## config.mk

```make
export PLATFORM = sky130hd
export DESIGN_NAME = vna_norm
export DESIGN_NICKNAME = d
export VERILOG_FILES = /design/src/vna_pkg.sv /design/src/vna_norm.sv
export SDC_FILE = /design/constraint.sdc
export NUM_CORES = 2
export LEC_CHECK = 0
export BUFFER_PORTS_ARGS = -buffer_cell sky130_fd_sc_hd__buf_2
export CAP_MARGIN = 10
export CORE_ASPECT_RATIO = 2
export CORE_UTILIZATION = 35
export CTS_CLUSTER_DIAMETER = 200
export CTS_CLUSTER_SIZE = 24
export DETAILED_ROUTE_END_ITERATION = 7
export GPL_TIMING_DRIVEN = 0
export PLACE_DENSITY_LB_ADDON = 0.15
export REMOVE_ABC_BUFFERS = 1
export SLEW_MARGIN = 40
export SYNTH_ARGS = -nofsm -noshare
export SYNTH_HDL_FRONTEND = slang
export SYNTH_SLANG_ARGS = --single-unit
```

## constraint.sdc

```tcl
create_clock -name clk -period 10.54 [get_ports clk]
set_input_delay 1.054 -clock clk [delete_from_list [all_inputs] [get_ports clk]]
set_output_delay 1.054 -clock clk [all_outputs]
set_load 0.02 [all_outputs]
```

## src/vna_pkg.sv

```systemverilog
package vna_pkg;

  // store geometry
  localparam int VERTEX_DEPTH = 1024;
  localparam int IDX_W        = $clog2(VERTEX_DEPTH);
  localparam int COORD_W      = 16;
  localparam int VTX_W        = 3 * COORD_W;

  // cross product widths
  localparam int DIFF_W = COORD_W + 1;
  localparam int PROD_W = 2 * DIFF_W;
  localparam int VEC_W  = PROD_W + 2;

  // accumulator entry: {sum_x, sum_y, sum_z, face_count}
  localparam int SUM_W = 24;
  localparam int CNT_W = 8;
  localparam int ACC_W = 3 * SUM_W + CNT_W;
  localparam logic [CNT_W-1:0] COUNT_MAX = '1;

  // normaliser widths
  localparam int NRM_W = 16;
  localparam int FRAC  = 14;
  localparam int MAG_W = VEC_W;
  localparam int SCL_W = 30;
  localparam int SQ_W  = 2 * SCL_W + 3;
  localparam int LEN_W = 32;
  localparam int Q_W   = 16;
  localparam int DV_W  = LEN_W + Q_W - 1;
  localparam logic [Q_W-1:0]         ONE_Q   = Q_W'(1) << FRAC;
  localparam logic [NRM_W-1:0]       ONE_Q14 = NRM_W'(1) << FRAC;

  typedef enum logic [1:0] {
    FUNC_CLEAR    = 2'd0,
    FUNC_WRITE    = 2'd1,
    FUNC_TRIANGLE = 2'd2,
    FUNC_READ     = 2'd3
  } func_t;

  typedef enum logic [3:0] {
    S_CLEAR,
    S_IDLE,
    S_VRD,
    S_DIFF,
    S_CROSS,
    S_NST,
    S_NWT,
    S_ACC,
    S_RDA,
    S_PUT
  } top_state_t;

  typedef enum logic [2:0] {
    N_IDLE,
    N_SCALE,
    N_SQ,
    N_ROOT,
    N_DIV,
    N_DONE
  } norm_state_t;

  typedef struct packed {
    logic                  start;
    logic [2:0][VEC_W-1:0] vec;
  } norm_req_t;

  typedef struct packed {
    logic                  done;
    logic                  nonzero;
    logic [2:0][NRM_W-1:0] n;
  } norm_rsp_t;

endpackage

```

## src/vna_norm.sv

```systemverilog
module vna_norm (
  input  logic               clk,
  input  logic               rst,
  input  vna_pkg::norm_req_t req,
  output vna_pkg::norm_rsp_t rsp
);

  vna_pkg::norm_state_t nst, nst_next;
  logic [4:0] cnt;
  logic [1:0] comp;
  logic [1:0] sel;
  logic       div_last;
  logic       nonzero;

  logic [vna_pkg::MAG_W-1:0]     mag [3];
  logic [2:0]                    neg;
  logic [vna_pkg::MAG_W-1:0]     m;
  logic [2*vna_pkg::SCL_W-1:0]   prod;
  logic [vna_pkg::SQ_W-1:0]      rem, root, bitr, trial;
  logic [vna_pkg::DV_W-1:0]      drem, dvs, num;
  logic [vna_pkg::Q_W-1:0]       q, qc;
  logic [2:0][vna_pkg::NRM_W-1:0] nout;

  // largest magnitude
  always_comb begin
    m = mag[0];
    if (mag[1] > m) m = mag[1];
    if (mag[2] > m) m = mag[2];
  end

  assign sel      = (cnt[1:0] == 2'd3) ? 2'd2 : cnt[1:0];
  assign trial    = root + bitr;
  assign num      = (vna_pkg::DV_W'(mag[comp][vna_pkg::SCL_W-1:0]) << vna_pkg::FRAC)
                    + vna_pkg::DV_W'(root[vna_pkg::LEN_W-1:1]);
  assign qc       = (q > vna_pkg::ONE_Q) ? vna_pkg::ONE_Q : q;
  assign div_last = (nst == vna_pkg::N_DIV) && (cnt == 5'd17);

  // next state
  always_comb begin
    nst_next = nst;
    unique case (nst)
      vna_pkg::N_IDLE:  if (req.start) nst_next = vna_pkg::N_SCALE;
      vna_pkg::N_SCALE: begin
        if (m == '0) begin
          nst_next = vna_pkg::N_DONE;
        end else if (m[vna_pkg::MAG_W-1:vna_pkg::SCL_W] == '0 && m[vna_pkg::SCL_W-1]) begin
          nst_next = vna_pkg::N_SQ;
        end
      end
      vna_pkg::N_SQ:    if (cnt == 5'd3) nst_next = vna_pkg::N_ROOT;
      vna_pkg::N_ROOT:  if (cnt == 5'd31) nst_next = vna_pkg::N_DIV;
      vna_pkg::N_DIV:   if (div_last && comp == 2'd2) nst_next = vna_pkg::N_DONE;
      vna_pkg::N_DONE:  nst_next = vna_pkg::N_IDLE;
      default:          nst_next = vna_pkg::N_IDLE;
    endcase
  end

  // outputs
  always_comb begin
    rsp.done    = (nst == vna_pkg::N_DONE);
    rsp.nonzero = nonzero;
    rsp.n       = nout;
  end

  // control state
  always_ff @(posedge clk) begin
    if (rst) begin
      nst  <= vna_pkg::N_IDLE;
      cnt  <= '0;
      comp <= '0;
    end else begin
      nst <= nst_next;
      cnt <= (nst != nst_next || div_last) ? 5'd0 : cnt + 5'd1;
      if (nst == vna_pkg::N_ROOT) begin
        comp <= '0;
      end else if (div_last) begin
        comp <= comp + 2'd1;
      end
    end
  end

  // datapath: scale, sum of squares, bit-serial root, bit-serial divide
  always_ff @(posedge clk) begin
    unique case (nst)
      vna_pkg::N_IDLE: begin
        if (req.start) begin
          for (int i = 0; i < 3; i++) begin
            neg[i] <= req.vec[i][vna_pkg::VEC_W-1];
            mag[i] <= req.vec[i][vna_pkg::VEC_W-1] ? (~req.vec[i] + 1'b1) : req.vec[i];
          end
        end
      end
      vna_pkg::N_SCALE: begin
        if (m == '0) begin
          nonzero <= 1'b0;
          nout    <= '0;
        end else if (m[vna_pkg::MAG_W-1:vna_pkg::SCL_W] != '0) begin
          for (int i = 0; i < 3; i++) mag[i] <= mag[i] >> 1;
        end else if (!m[vna_pkg::SCL_W-1]) begin
          for (int i = 0; i < 3; i++) mag[i] <= mag[i] << 1;
        end else begin
          nonzero <= 1'b1;
          rem     <= '0;
        end
      end
      vna_pkg::N_SQ: begin
        if (cnt < 5'd3) begin
          prod <= mag[sel][vna_pkg::SCL_W-1:0] * mag[sel][vna_pkg::SCL_W-1:0];
        end
        if (cnt != 5'd0) begin
          rem <= rem + vna_pkg::SQ_W'(prod);
        end
        root <= '0;
        bitr <= vna_pkg::SQ_W'(1) << (vna_pkg::SQ_W - 1);
      end
      vna_pkg::N_ROOT: begin
        if (rem >= trial) begin
          rem  <= rem - trial;
          root <= (root >> 1) + bitr;
        end else begin
          root <= root >> 1;
        end
        bitr <= bitr >> 2;
      end
      vna_pkg::N_DIV: begin
        if (cnt == 5'd0) begin
          drem <= num;
          dvs  <= vna_pkg::DV_W'(root[vna_pkg::LEN_W-1:0]) << (vna_pkg::Q_W - 1);
          q    <= '0;
        end else if (cnt == 5'd17) begin
          nout[comp] <= neg[comp] ? (~qc + 1'b1) : qc;
        end else begin
          if (drem >= dvs) begin
            drem <= drem - dvs;
            q    <= {q[vna_pkg::Q_W-2:0], 1'b1};
          end else begin
            q    <= {q[vna_pkg::Q_W-2:0], 1'b0};
          end
          dvs <= dvs >> 1;
        end
      end
      default: ;
    endcase
  end

endmodule

```

* Word-level counts from Yosys, hierarchy flattened
Memories as Yosys holds them, arrays and structs flattened. A register that Yosys moved wholly into a read port is not among the register bits. Cells that the tools add are included. Widths: inputs -> output; s select.
Word-level totals: word-level logic and storage cells 156, input port bits 111, memory bits (writable) 108, memories 1, flip-flop bits (word level) 421, output and inout bits 50
Memory list:
- mag | depth 3, bits a word 36, rd ports 5, clocked after Yosys merged registers in 1, wr ports 3, RTL line vna_norm.sv:15 | logic [vna_pkg::MAG_W-1:0] mag [3];
Cells by class: magnitude comparators 8, reductions and logical operators 25, $add $sub $neg 12, bitwise logic cells 10, mux-type cells 62, multiply operators 1, equal/unequal tests 21
Operators with widths (count):
- $mux 36 | 11
- $mux 63 | 6
- $pmux 63 s2 | 2
- $mux 47 | 5
- $pmux 63 s3 | 1
- $mux 48 | 3
- $add 36x1->36 const B | 3
- $not 36->36 | 3
- $pmux 48 s2 | 1
- $gt 36x36->1 | 2
- $mux 16 | 4
- $add 62x63->63 | 1
- $add 63x60->63 | 1
- $add 63x63->63 | 1
- $ge 63x63->1 | 1
- $sub 63x63->63 | 1
- $mul 30x30->60 | 1
- $bwmux 48 | 1
- $ge 47x47->1 | 1
- $sub 47x47->47 | 1
- $add 44x31->45 | 1
- $logic_not 36->1 | 1
- $demux 16 s2 | 1
- $mux 3 | 6
- 36 further kinds | 80

* Longest topological paths before layout
An unclocked memory read counts as a cell.
word-level depth 13, depth in mapped cells 39

* Least setup slack after synthesis
OpenSTA, ideal clock, no wires.
path kind reg-to-reg, start point reg cnt[0], end point reg prod[59] (netlist name) (data pin), path buffers 5, setup slack 1.330 ns, period minus slack after synthesis 9.210 ns, cell stages (with the launch flop) 34, arrival 8.950 ns, cell sequence dfxtp_1 -> ha_1 -> clkbuf_1 -> buf_1 -> mux2i_1 -> a21o_1 -> clkbuf_1 -> inv_1 -> clkbuf_1 -> nand2_1 -> fa_1 -> fa_1 -> inv_1 -> fa_1 -> inv_1 -> fa_1 -> fa_1 -> inv_1 -> fa_1 -> fa_1 -> fa_1 -> ha_1 -> clkbuf_1 -> a21o_1 -> a21o_1 -> a21oi_1 -> o2111ai_1 -> o31a_1 -> a31o_2 -> a41oi_1 -> o311ai_0 -> a31o_2 -> a21oi_1 -> xnor2_1
On the way: longest elaborated chain between the ends 4
Ends and longest elaborated chain:
- from (decl) | RTL line vna_norm.sv:9 | logic [4:0] cnt;
- from (signal assigned) | RTL line vna_norm.sv:73 | cnt <= (nst != nst_next || div_last) ? 5'd0 : cnt + 5'd1;
- $eq 2x2->1 | RTL line vna_norm.sv:31 | assign sel = (cnt[1:0] == 2'd3) ? 2'd2 : cnt[1:0];
- $mux 2 * | RTL line vna_norm.sv:31
- $mem_v2 3x36 *
- $mul 30x30->60 * | RTL line vna_norm.sv:108 | prod <= mag[sel][vna_pkg::SCL_W-1:0] * mag[sel][vna_pkg::SCL_W-1:0];
- to (signal assigned) | RTL line vna_norm.sv:108
- to (decl) | RTL line vna_norm.sv:18 | logic [2*vna_pkg::SCL_W-1:0] prod;
Every way passes the cells marked *; elsewhere a longest branch is shown, timed or not. A chain may end at the register's enable or synchronous reset.

* Final worst setup path
Ends and elaborated chain as after synthesis.

==> results.json <==
{
  "ant_nets": 0,
  "cpMaxStageDelayCell": "fa_1",
  "period_share_pct": 96.85,
  "die_x_um": 308.7,
  "antenna_found_initial": 4,
  "fin_area_sq_um": 71120,
  "cp_slowest_stage_delay_ns": 0.59,
  "grt_pass1_wl_um": 336300,
  "r2r-start": "cnt[0]$_SDFF_PP0_",
  "area_delta_synth_final_pct": 8.016,
  "hold-worst-slack_ns": 0.5814,
  "ys.warnings.count": 0,
  "holdPathEnd": "dvs[2]$_SDFFCE_PP0P_",
  "wire_per_inst_um": 22.70,
  "ys_seq_elements": 499,
  "crit_type": "register to register",
  "status": "complete, no violations",
  "grt_max_degree": 78,
  "post_dp_cell_area_sq_um": 70200,
  "syn_area_per_cell_sq_um": 8.930,
  "required_ns": 10.94,
  "cts_tree": "done",
  "grt_usage_pct": 23.42,
  "rsz0062_at_grt": "false",
  "numClockSinks": 499,
  "hold_viol_final": 0,
  "fmax_ghz": 0.09797,
  "drcViolationCount": 0,
  "clk_latency_ns": 0.67,
  "setup_viol": 0,
  "synthFlopType": "edfxtp_1",
  "tightestPinTransition_ns": 0.9080,
  "cts_hold_buf": 0,
  "start_kind": "register",
  "totalWireLength_um": 223300,
  "synth_edf_count": 487,
  "numCtsBuffers": 24,
  "min_delay_path_depth": 2,
  "worstHoldStart": "dvs[3]$_SDFFCE_PP0P_",
  "io_pins": 161,
  "grt_overflow_total": 0,
  "row_count": 224,
  "synth.most_common_cell": "inv_1",
  "synthArstFlopShare_pct": 0,
  "grt_pass1_vias": 56388,
  "cts-root-buf": "clkbuf_16",
  "hp-class": "register to register",
  "clockBufferDepth": 3,
  "die-area_sq_um": 190000,
  "cpMostUsedCell": "fa_1",
  "synth_cell_types": 87,
  "yosysTopAreaCell": "edfxtp_1",
  "rrSetupSlack_ns": 0.33,
  "vias": 52930,
  "yosys.area.top_type_share_pct": 22.21,
  "synthesis.area_sq_um": 65840,
  "dp_hpwl_um": 181300,
  "cap_violations": 0,
  "die_h_um": 615.4,
  "synth-seq-area-share_pct": 22.58,
  "synthTopCellsByArea": "edfxtp_1 22%, fa_1 21%, ha_1 11%",
  "routed_via_density": 5.382,
  "drive_gt1_share_pct": 5.921,
  "core_sq_um": 186400,
  "gp_congestion": 0.9181,
  "crit_arrival_ns": 10.61,
  "initial_utilization_pct": 35.33,
  "finalCriticalPeriod_ns": 10.21,
  "cts_max_level": 1,
  "finalNetCount": 8727,
  "fin_worst_skew_ns": 0.05754,
  "drtPass1Iterations": 5,
  "end_kind": "register",
  "synthesis.instances": 7373,
  "synth_common_cells": "979 x inv_1, 739 x nor2_1, 698 x fa_1",
  "r2r_end": "prod[59]$_DFFE_PP_",
  "numPortBuffers": 160,
  "maxSlewViolCount": 0,
  "worst-path-max-fanout": 19,
  "clkTransAtPathRegs_ns": 0.12,
  "slew_headroom_pct": 39.47,
  "drt_iter0_drc": 2982,
  "reg2reg_depth": 32
}
==> through the flow <==
step                setup WS (ns)  instances  setup TNS [ns]  util (%)
finish                     0.3324       9834               0     38.16
global placement           -6.859       9712        -1479.33     36.78
global route              0.01283       9834               0     38.16
CTS                      0.005041       9828               0     38.07
detailed placement        -0.7538       9788          -6.674     37.66
floorplan                  -1.830       7066         -199.15         -
==> critical path, delay by kind of cell (launching register included) <==
kind / cells / cell delay (ns)
DFF: 1 / 0.43
buffers and inverters: 7 / 1.14
AOI/OAI and AO/OA: 7 / 1.85
and+or+nand+nor: 7 / 1.49
xor gates and xnor gates: 1 / 0.12
adders and majority gates: 10 / 4.83
==> worst max-delay path by stage <==
stage | endpoint | from | slack (ns) | cells after the start
final | prod[59]$_DFFE_PP_ | cnt[0]$_SDFF_PP0_ | 0.33 | 32
after global routing | prod[59]$_DFFE_PP_ | cnt[0]$_SDFF_PP0_ | 0.01 | 35
after CTS | prod[59]$_DFFE_PP_ | cnt[0]$_SDFF_PP0_ | 0.005 | 28
after detailed placement | prod[58]$_DFFE_PP_ | cnt[0]$_SDFF_PP0_ | -0.75 | 31
after global placement | mag[2][34]$_DFFE_PP_ | nst[0]$_SDFF_PP0_ | -6.86 | 5
after floorplan | mag[0][0]$_SDFFCE_PP0P_ | mag[1][17]$_DFFE_PP_ | -1.83 | 18
==> layer usage <==
metal | wire [um] | track usage [%] | up-vias
met1 | 80360 | 24.22 | 26256
met3 | 6765 | 1.445 | 484
met5 | 26 | 0 | -
met4 | 16890 | 15.39 | 4
met2 | 119200 | 44.74 | 1169
li1 | - | - | 25017
==> area by class of cell <==
cell class / count / area (sq um)
diodes: 1 / 2.502
clock buffers: 34 / 638.1
clock inverters: 2 / 22.52
fillers: 18989 / 115300
inverters: 987 / 3789
multi-input cells: 5580 / 46550
flip-flops and latches: 499 / 14880
well taps: 2486 / 3110
repair buffers: 245 / 2132
==> logic make-up after synthesis <==
group	share of synthesized area (%)
flops	22.58
buf+inv	7.466
compound gates	15.45
xor+xnor	5.906
mux	2.214
simple gates	14.13
fa+ha+maj	32.26
==> repair_timing <==
action                                  in CTS  in global routing
pin swaps                                    1                  1
endpoints found under the hold margin        0                  0
setup buffers                                4                  5
endpoints found under the setup margin      17                 11
gates resized for setup                     14                 27
==> flip-flops by register name (all words and copies together), names as in the netlist, named ones only <==
name / count
root: 63
nonzero: 1
mag: 108
q: 16
cnt: 5
dvs: 47
neg: 3
drem: 47
rsp: 48
comp: 2
prod: 59
rem: 63
nst: 3
bitr: 32
==> cells in the final DEF, fill, tap and decap left out, drive strengths merged, types with 40 or more instances in the layout <==
cell,Yosys,routed
a211oi,84,84
a21o,191,191
a21oi,507,507
a31oi,75,75
and2,40,40
and3,73,73
buf,55,245
edfxtp,487,487
fa,698,698
ha,581,581
inv,979,980
mux2i,140,140
nand2,695,695
nand2b,52,52
nand3,89,89
nand4,73,73
nor2,739,739
nor2b,42,42
nor3,81,81
nor4,44,44
o21a,41,41
o21ai,433,433
o21bai,41,41
o31ai,45,45
or3,58,58
xnor2,181,181
xor2,263,263
Power is left out: the tool's default activity adds up to more than one toggle a clock period on the data nets, which glitch-free logic cannot reach.
