`config.mk`:
```
export PLATFORM = sky130hd
export DESIGN_NAME = vna_ram
export DESIGN_NICKNAME = d
export VERILOG_FILES = /design/src/vna_ram.sv
export SDC_FILE = /design/constraint.sdc
export NUM_CORES = 1
export LEC_CHECK = 0
export BUFFER_PORTS_ARGS = -buffer_cell sky130_fd_sc_hd__buf_4
export CAP_MARGIN = 20
export CORE_MARGIN = 5
export CORE_UTILIZATION = 31
export DETAILED_ROUTE_END_ITERATION = 8
export PLACE_DENSITY = 0.53
export SLEW_MARGIN = 20
export SYNTH_ARGS = -nofsm -noshare
export SYNTH_HDL_FRONTEND = slang
export SYNTH_SLANG_ARGS = --single-unit
```
`constraint.sdc`:
```
create_clock -name clk -period 2.51 [get_ports clk]
set_clock_uncertainty 0.05 [all_clocks]
set_input_delay 0.3765 -clock clk [delete_from_list [all_inputs] [get_ports clk]]
set_output_delay 0.3765 -clock clk [all_outputs]
set_load 0.01 [all_outputs]
```
`src/vna_ram.sv`:
```
module vna_ram #(
  parameter int  WIDTH = 8,
  parameter int  DEPTH = 16,
  localparam int AW    = $clog2(DEPTH)
) (
  input  logic             clk,
  input  logic             we,
  input  logic [AW-1:0]    waddr,
  input  logic [WIDTH-1:0] wdata,
  input  logic [AW-1:0]    raddr,
  output logic [WIDTH-1:0] rdata
);

  logic [WIDTH-1:0] mem [DEPTH];

  // one write port, registered read port
  always_ff @(posedge clk) begin
    if (we) begin
      mem[waddr] <= wdata;
    end
    rdata <= mem[raddr];
  end

endmodule

```
# == Yosys cells after proc, flatten, opt, wreduce, memory -nomap -nowiden ==
# Memories as Yosys holds them, arrays and structs flattened. A register that Yosys moved wholly into a read port is not among the register bits.
# Cells that the tools add are included.
# word_totals
ff_bits,0
out_inout_bits,8
n_memories,1
in_bits,18
ram_bits,128
# op_classes
muxes,2
# memory_table
memory,depth,word_bits,read_ports,rd_ports_with_merged_regs,write_ports,line,text
mem,16,8,1,1,1,14,logic [WIDTH-1:0] mem [DEPTH];
# ops
op,count
2-to-1 mux 1 bit,2

# == Longest topological paths before layout ==
# Gate-level depths: netlist of run 1.
# logic_depth
ltp_word,2
depth_mapped,5

# == Worst setup path after synthesis of run 1 ==
# OpenSTA, ideal clock, no wires.
# synth_path
kind,input-to-reg
start,in waddr[2]
end,mem mem[0][0] (enable)
path_stages,2
t_required_ps,2077
arrival_time_ps,1486
n_path_buf,0
setup_slack_ps,591
cell_sequence,or3b_2 > nor3_1
# synth_lines
item,line,text
start: declaration,8,"input logic [AW-1:0] waddr,"
end: declaration,14,
# No word-level cell before the write port.

==> results of run 1 <==
==> registers in the layout, summed over array words and instances (netlist names) <==
name,flops
mem,128
rdata,8
==> power groups by stage <==
stage / registers (mW) / clock network (mW) / logic (mW)
3_3_place_gp: 2.60 / 0 / 0.259
5_1_grt: 2.56 / 2.89 / 0.279
4_1_cts: 2.56 / 2.80 / 0.264
3_5_place_dp: 2.60 / 0 / 0.264
6_report: 2.56 / 2.74 / 0.255
2_1_floorplan: 2.60 / 0 / 0.129
==> Yosys cell counts <==
cell type / instances
buf_6: 3
buf_2: 3
nor2_1: 13
nand2_1: 9
nor3_1: 4
nand3b_1: 2
dfxtp_1: 8
a22oi_1: 16
buf_4: 1
and2_1: 1
mux4_1: 14
nand2b_1: 2
edfxtp_1: 128
nor2b_1: 1
and2b_1: 1
mux4_2: 18
clkdlybuf4s25_2: 3
or3b_2: 1
nand3_1: 1
==> stage by stage <==
stage / cell area, um2 / setup slack (ps) / cells
3_5_place_dp: 5690 / 480 / 483
6_report: 6350 / 971 / 515
5_1_grt: 6350 / 892 / 515
3_3_place_gp: 5690 / 484 / 483
2_1_floorplan: 5150 / 591 / 229
4_1_cts: 6350 / 918 / 515
==> kinds of logic after synthesis <==
logic type             Yosys count
multiplexers                    32
flip-flops                     136
buffers and inverters           10
AO/OA/AOI/OAI                   16
AND/OR/NAND/NOR                 35
==> cell usage in the layout (no fill, tap or decap) <==
cell type / instances
a22oi_1: 16
and2_1: 1
and2b_1: 1
buf_12: 2
buf_4: 42
bufinv_16: 6
clkbuf_1: 1
clkbuf_16: 17
clkinv_2: 5
clkinv_4: 1
clkinvlp_4: 2
dfxtp_1: 8
edfxtp_1: 128
mux4_1: 14
mux4_2: 18
nand2_1: 9
nand2b_1: 2
nand3_1: 1
nand3b_1: 2
nor2_1: 13
nor2b_1: 1
nor3_1: 4
or3b_2: 1
==> path summary, 6_finish.rpt <==
kind	end	slack [ps]	startpoint	cells after the start
min	mem[14][5]	220	wdata[5]	1
min reg2reg	rdata[1]	620	mem[14][1]	3
max reg2reg	rdata[0]	1070	mem[6][0]	3
max	rdata[0]	970	raddr[0]	5
==> cell type report <==
| class | instances | area share |
|---|---|---|
| tap | 220 | 0.0433 |
| multi-input combinational | 83 | 0.167 |
| timing repair buffer | 44 | 0.0560 |
| clock buffer | 18 | 0.0676 |
| clock inverter | 14 | 0.0361 |
| sequential | 136 | 0.631 |
==> layer usage <==
metal / up-vias / GRT usage
met5: - / 0
met4: 0 / 0.0433
met3: 15 / 0.0369
met2: 64 / 0.184
met1: 1249 / 0.152
li1: 1078 / -
==> worst max-delay path: stages <==
cell and delay, ps:
buf_4 260, buf_12 190, mux4_1 540, a22oi_1 270, nand2_1 120
==> flow_summary.ini, run 1 <==
[outcome]
outcome = finished, final reports clean

[detailed_routing]
final_antenna_net_count = 0
num_vias = 2406
drt_wl_total_um = 10600
drt_iter0_drc = 216
wire_per_inst_um = 20.5
first_pass_iters = 4
met1_length_um = 4630
top_layer = met4
met3_length_um = 604
remaining_drc_errors = 0
via_per_inst = 4.67
met2_length_um = 5190

[pwr]
switching_share = 0.188
clockPowerShare = 0.494
p_sw_mw = 1.05
fin_total_pwr_mw = 5.56
intPower_mw = 4.51
share_comb_of_total_power = 0.046
p_seq_frac = 0.460
power_density_nw_per_um2 = 875
p_leak_nw = 2.14
ir_drop_mv = 0.478

[logic_synthesis]
synth_warnings = 0
synth.area.top_cells = edfxtp_1 75%, mux4_2 7.9%, mux4_1 7.1%
synthMuxAreaShare = 0.150
synth-seq-cells = 136
syn_area_um2 = 5150
netlist_instances = 229
avgSynthCellArea_um2 = 22.5
synth_fa_ha_area_frac = 0
yosysTopAreaCell = edfxtp_1
synth_compound_area_frac = 0.0233
synth_nets = 247
synth_top_family_by_area = multiplexers
seq_area_frac_synth = 0.778
netlist.area_leader.share = 0.747
synth_cell_types = 19
synthSimpleGateAreaFrac = 0.0318
synth_xor_area_frac = 0

[floorplan]
rows = 47
die_h_um = 139
initial_core_util = 0.313
core-area_um2 = 16500
die_w_um = 139
ioPinCount = 26
die_area_um2 = 19300

[timing]
finalSetupTns_ps = 0
rsz0062_at_grt = no
setup_viol = 0
whs_ps = 216
slew_violations = 0
fmax_mhz = 650
tightest_slew_ps = 686
slew_headroom = 0.541
hold_viol = 0
fin_crit_ps = 1540
finalCritPeriodShare = 0.613

[layout]
fin_util = 0.386
fillers = 1503
regArea_um2 = 4000
synthToLayoutAreaGrowth_pct = 23.4
diodes = 0
drive_gt1_frac = 0.319
nets = 300
multi_input_area_um2 = 1060

[clock_tree]
clk_path_buf_depth = 2
cts_made_buffers = 17
cts-root-buf = clkbuf_16
cts_tree = yes
cts_resized = 0
h-tree-depth = 4
clk_pin_slew_ps = 60
cts.sinks = 136
post-cts-setup-buffers = 0
clock_latency_ps = 410
cts_hold_buf = 0

[setup_path]
endpoint_kind = flop
arrival_ps = 1770
cp-start-kind = primary input
critPathMaxFanout = 13
critical_path_required_ps = 2740
worstSetupPathType = primary input to flop

[grt]
antenna_found_initial = 0
grtUsageTotal = 0.116
grt_pass1_wl_um = 16200
grt_max_degree = 33
grt_pass1_vias = 2615
grt_overflow = 0

[job]
maxCapViolCount = 0

[placed_design]
port-buffer-count = 25
gp_congestion = 0.716
hpwl_um = 6810

[worst_hold_path]
min_path_type = primary input to flop
Note: power is estimated with default switching activity, not from simulation.
==> run 2, diff against run 1 <==
==> constraint.sdc (replaced) <==
create_clock -name clk -period 1.6 [get_ports clk]
set_clock_uncertainty 0.05 [all_clocks]
set_input_delay 0.24 -clock clk [delete_from_list [all_inputs] [get_ports clk]]
set_output_delay 0.24 -clock clk [all_outputs]
set_load 0.01 [all_outputs]
==> run 2 against run 1 <==
  * Setup slack worse by 800 ps
  * Routed wire length up 4.4%
  * Critical path depth down 2
  * Sequential power up 57%
  * Flip-flop and latch count unchanged
  * Final cell count up 1.9%
  * Largest power group is now registers
  * Highest routed layer unchanged
==> flow_summary.ini, run 2 (synthesis gave the netlist of run 1 again) <==
[clock_tree]
cts-root-buf = clkbuf_16
post-cts-setup-buffers = 0
h-tree-depth = 4
cts_hold_buf = 0
clk_pin_slew_ps = 50
clock_latency_ps = 410
cts_made_buffers = 17
cts_resized = 0
clk_path_buf_depth = 2
cts_tree = yes
cts.sinks = 136

[layout]
nets = 310
synthToLayoutAreaGrowth_pct = 23.3
largestRegisters = mem (128), rdata (8)
fin_util = 0.385
fillers = 1516
regArea_um2 = 4000
final_area_um2 = 6350
layout_common_cells = 128 x edfxtp_1, 49 x buf_4, 18 x mux4_2
stdcell_count = 525
diodes = 0
final_common_cell = edfxtp_1
largest_register_ffs = 128
largest-register = mem
drive_gt1_frac = 0.325
multi_input_area_um2 = 1060

[setup_path]
endpoint_kind = flop
critPathBufInv = 0
arrival_ps = 1670
timing.critical_path.cells = mux4_1 > a22oi_1 > nand2_1
cp_slowest_cell = mux4_1
critPathMaxFanout = 1
cp-start-kind = flop
critical_path_required_ps = 1840
worstSetupPathType = flop to flop
crit_path_max_incr_delay_ps = 510
critPathTopFamily = multiplexers

[detailed_routing]
via_per_inst = 4.71
wire_per_inst_um = 21.0
num_vias = 2471
drt_wl_total_um = 11000
remaining_drc_errors = 0
drt_iter0_drc = 158
final_antenna_net_count = 0
first_pass_iters = 4

[grt]
met2_usage = 0.188
grtUsageTotal = 0.121
grt-busiest-layer = met2
grt_pass1_wl_um = 16700
grt_pass1_vias = 2646
met3_usage = 0.0338
grt_max_degree = 17
grt_overflow = 0
use_met1 = 0.164
antenna_found_initial = 0

[pwr]
ir_drop_mv = 0.687
p_leak_nw = 2.15
power_density_nw_per_um2 = 1250

[placed_design]
port-buffer-count = 25
dp_cells = 493
gp_congestion = 0.734
dp_slack_ps = -59.1
placed_cell_area_um2 = 5810
hpwl_um = 7280

[timing]
tightest_slew_ps = 960
fin_crit_ps = 1430
slew_violations = 0
hold_viol = 0
fin_ws_ps = 169
rsz0062_at_grt = no
setup_viol = 0
slew_headroom = 0.358
fmax_mhz = 699
finalCritPeriodShare = 0.894

[floorplan]
core-area_um2 = 16500
die_h_um = 139
rows = 47
initial_core_util = 0.313
die_w_um = 139
die_area_um2 = 19300
ioPinCount = 26

[job]
maxCapViolCount = 0

[outcome]
outcome = finished, final reports clean

[worst_hold_path]
min_path_type = primary input to flop
-- run 2: changes by cell type in the layout (fill, tap and decap cells not counted) --
cell | previous run | this run
buf_12 | 2 | 5
buf_4 | 42 | 49
bufinv_16 | 6 | 0
clkbuf_1 | 1 | 7
clkbuf_8 | 0 | 5
clkinv_2 | 5 | 2
clkinv_4 | 1 | 0
clkinvlp_4 | 2 | 1
nor3_1 | 4 | 3
nor3_2 | 0 | 1
-- run 2: power breakdown --
group          internal (mW)  switching [mW]  total, mW
combinational          0.203           0.224      0.427
sequential              3.99          0.0252       4.01
clock                   2.18            1.31       3.49
total                   6.37            1.56       7.93
-- run 2: layer usage --
layer | vias up | wire (um)
met1 | 1297 | 5160
met4 | 0 | 124
met5 | - | 0
li1 | 1103 | -
met2 | 59 | 5300
met3 | 12 | 454
-- run 2: worst register-to-register path, stage by stage (launching register included) --
cell      delay (ps)
edfxtp_1         350
mux4_1           510
a22oi_1          320
nand2_1           80
-- run 2: path summary, 6_finish.rpt --
kind,from,endpoint,slack (ps),cells after the start
worst max-delay path,mem[9][4],rdata[4],170,3
worst min register to register,mem[12][3],rdata[3],630,3
worst min-delay path,wdata[6],mem[11][6],90,1
worst max register to register,mem[9][4],rdata[4],170,3
-- run 2: cell type report --
| type | instances | area share |
|---|---|---|
| tap | 220 | 0.0434 |
| timing repair buffer | 54 | 0.0737 |
| multi-input combinational | 83 | 0.167 |
| clock inverter | 3 | 0.00276 |
| clock buffer | 29 | 0.0820 |
| sequential | 136 | 0.631 |
-- run 2: through the flow --
step / hold WS [ps] / power [mW] / setup TNS, ps
floorplan: 289 / 4.29 / 0
global placement: 494 / 4.52 / -259
detailed placement: 505 / 4.52 / -258
CTS: 74.9 / 8.02 / 0
global route: 82.9 / 8.21 / 0
finish: 87.7 / 7.93 / 0
==> run 3, diff against run 2 <==
--- a/config.mk
+++ b/config.mk
@@ -7,6 +7,7 @@
 export LEC_CHECK = 0
 export BUFFER_PORTS_ARGS = -buffer_cell sky130_fd_sc_hd__buf_4
 export CAP_MARGIN = 20
+export CORE_ASPECT_RATIO = 1.75
 export CORE_MARGIN = 5
 export CORE_UTILIZATION = 31
 export DETAILED_ROUTE_END_ITERATION = 8
==> run 3 against run 2 <==
  * Cell area grew 1.3%
  * Power increased by 8.4%
  * Highest routed layer unchanged
  * Largest power group is now the clock network
  * Sequential power is essentially flat
  * Routed wire length decreased by 1.8%
  * Via count decreased by 2.5%
  * Maximum frequency is essentially flat
  * Setup slack got worse by 0.59 ps
  * Flip-flop and latch count unchanged
  * Critical path type unchanged
==> flow_summary.ini, run 3 (synthesis gave the netlist of run 1 again) <==
[setup_path]
cp-start-kind = flop
endpoint_kind = flop
worstSetupPathType = flop to flop
crit_path_max_incr_delay_ps = 530
critPathMaxFanout = 1
critPathBufInv = 0
critPathTopFamily = multiplexers
arrival_ps = 1670
timing.critical_path.cells = mux4_1 > a22oi_1 > nand2_1
cp_slowest_cell = mux4_1
critical_path_required_ps = 1840

[layout]
fillers = 1458
drive_gt1_frac = 0.343
largest_register_ffs = 128
largest-register = mem
largestRegisters = mem (128), rdata (8)
final_common_cell = edfxtp_1
fin_util = 0.393
final_area_um2 = 6430
nets = 311
diodes = 0
synthToLayoutAreaGrowth_pct = 25.0
stdcell_count = 530
layout_common_cells = 128 x edfxtp_1, 52 x buf_4, 18 x mux4_2

[placed_design]
gp_congestion = 0.717
hpwl_um = 7740
dp_cells = 498
placed_cell_area_um2 = 5800
port-buffer-count = 25

[pwr]
p_sw_mw = 1.66
fin_total_pwr_mw = 8.60
p_leak_nw = 2.19
switching_share = 0.193
ir_drop_mv = 0.665
p_seq_frac = 0.466
clockPowerShare = 0.485
intPower_mw = 6.94
share_comb_of_total_power = 0.049
power_density_nw_per_um2 = 1340

[timing]
setup_viol = 0
fmax_mhz = 699
tightest_slew_ps = 797
finalCritPeriodShare = 0.894
hold_viol = 0
slew_violations = 0
fin_crit_ps = 1430
slew_headroom = 0.467
rsz0062_at_grt = no
whs_ps = 91.1

[grt]
use_met1 = 0.128
grt_pass1_vias = 2715
grt_pass1_wl_um = 16700
grt-busiest-layer = met2
met3_usage = 0.0290
grtUsageTotal = 0.121
met2_usage = 0.219
grt_overflow = 0
grt_max_degree = 17
antenna_found_initial = 0

[detailed_routing]
remaining_drc_errors = 0
num_vias = 2409
first_pass_iters = 4
final_antenna_net_count = 0
wire_per_inst_um = 20.5
via_per_inst = 4.55
drt_iter0_drc = 153
drt_wl_total_um = 10800

[floorplan]
die_area_um2 = 19400
die_h_um = 180
ioPinCount = 26
core-area_um2 = 16400
die_w_um = 107
rows = 62
initial_core_util = 0.314

[clock_tree]
h-tree-depth = 4
clk_path_buf_depth = 2
clock_latency_ps = 410
cts.sinks = 136
cts_made_buffers = 17
post-cts-setup-buffers = 0
cts_hold_buf = 0
cts_tree = yes
cts-root-buf = clkbuf_16
cts_resized = 0
clk_pin_slew_ps = 60

[job]
maxCapViolCount = 0

[worst_hold_path]
min_path_type = primary input to flop

[outcome]
outcome = finished, final reports clean
-- run 3: worst reg2reg max path: stages (launching register included) --
cell and delay (ps):
edfxtp_1 360, mux4_1 530, a22oi_1 280, nand2_1 100
-- run 3: layer usage --
metal | share of wire | vias to the layer above
met5 | 0 | -
met3 | 0.028 | 13
met4 | 0.024 | 0
met1 | 0.37 | 1251
li1 | - | 1097
met2 | 0.58 | 48
-- run 3: area by class of cell --
class                   count  area, um2  share of cell area
clock buffers              19        433              0.0673
repair buffers             55        450              0.0700
clock inverters            13        203              0.0315
flip-flops and latches    136       4000               0.622
well taps                 224        280              0.0436
multi-input cells          83       1060               0.165
-- run 3: stage by stage --
step | setup slack [ps] | TNS, ps
after floorplan | 43.9 | 0
after global placement | -58.2 | -301
after detailed placement | -70.6 | -274
after CTS | 173 | 0
after global routing | 158 | 0
final | 169 | 0
-- run 3: path summary, 6_finish.rpt --
path | cells past startpoint | from | slack (ps) | to
max | 3 | mem[1][3] | 170 | rdata[3]
min | 1 | wdata[7] | 90 | mem[4][7]
max reg2reg | 3 | mem[1][3] | 170 | rdata[3]
min reg2reg | 3 | mem[14][2] | 630 | rdata[2]
-- run 3: power groups by stage --
stage | sequential [mW] | combinational [mW] | clock [mW]
4_1_cts | 4.01 | 0.433 | 4.26
3_3_place_gp | 4.08 | 0.421 | 0
5_1_grt | 4.02 | 0.457 | 4.42
6_report | 4.01 | 0.423 | 4.17
2_1_floorplan | 4.09 | 0.202 | 0
3_5_place_dp | 4.09 | 0.432 | 0
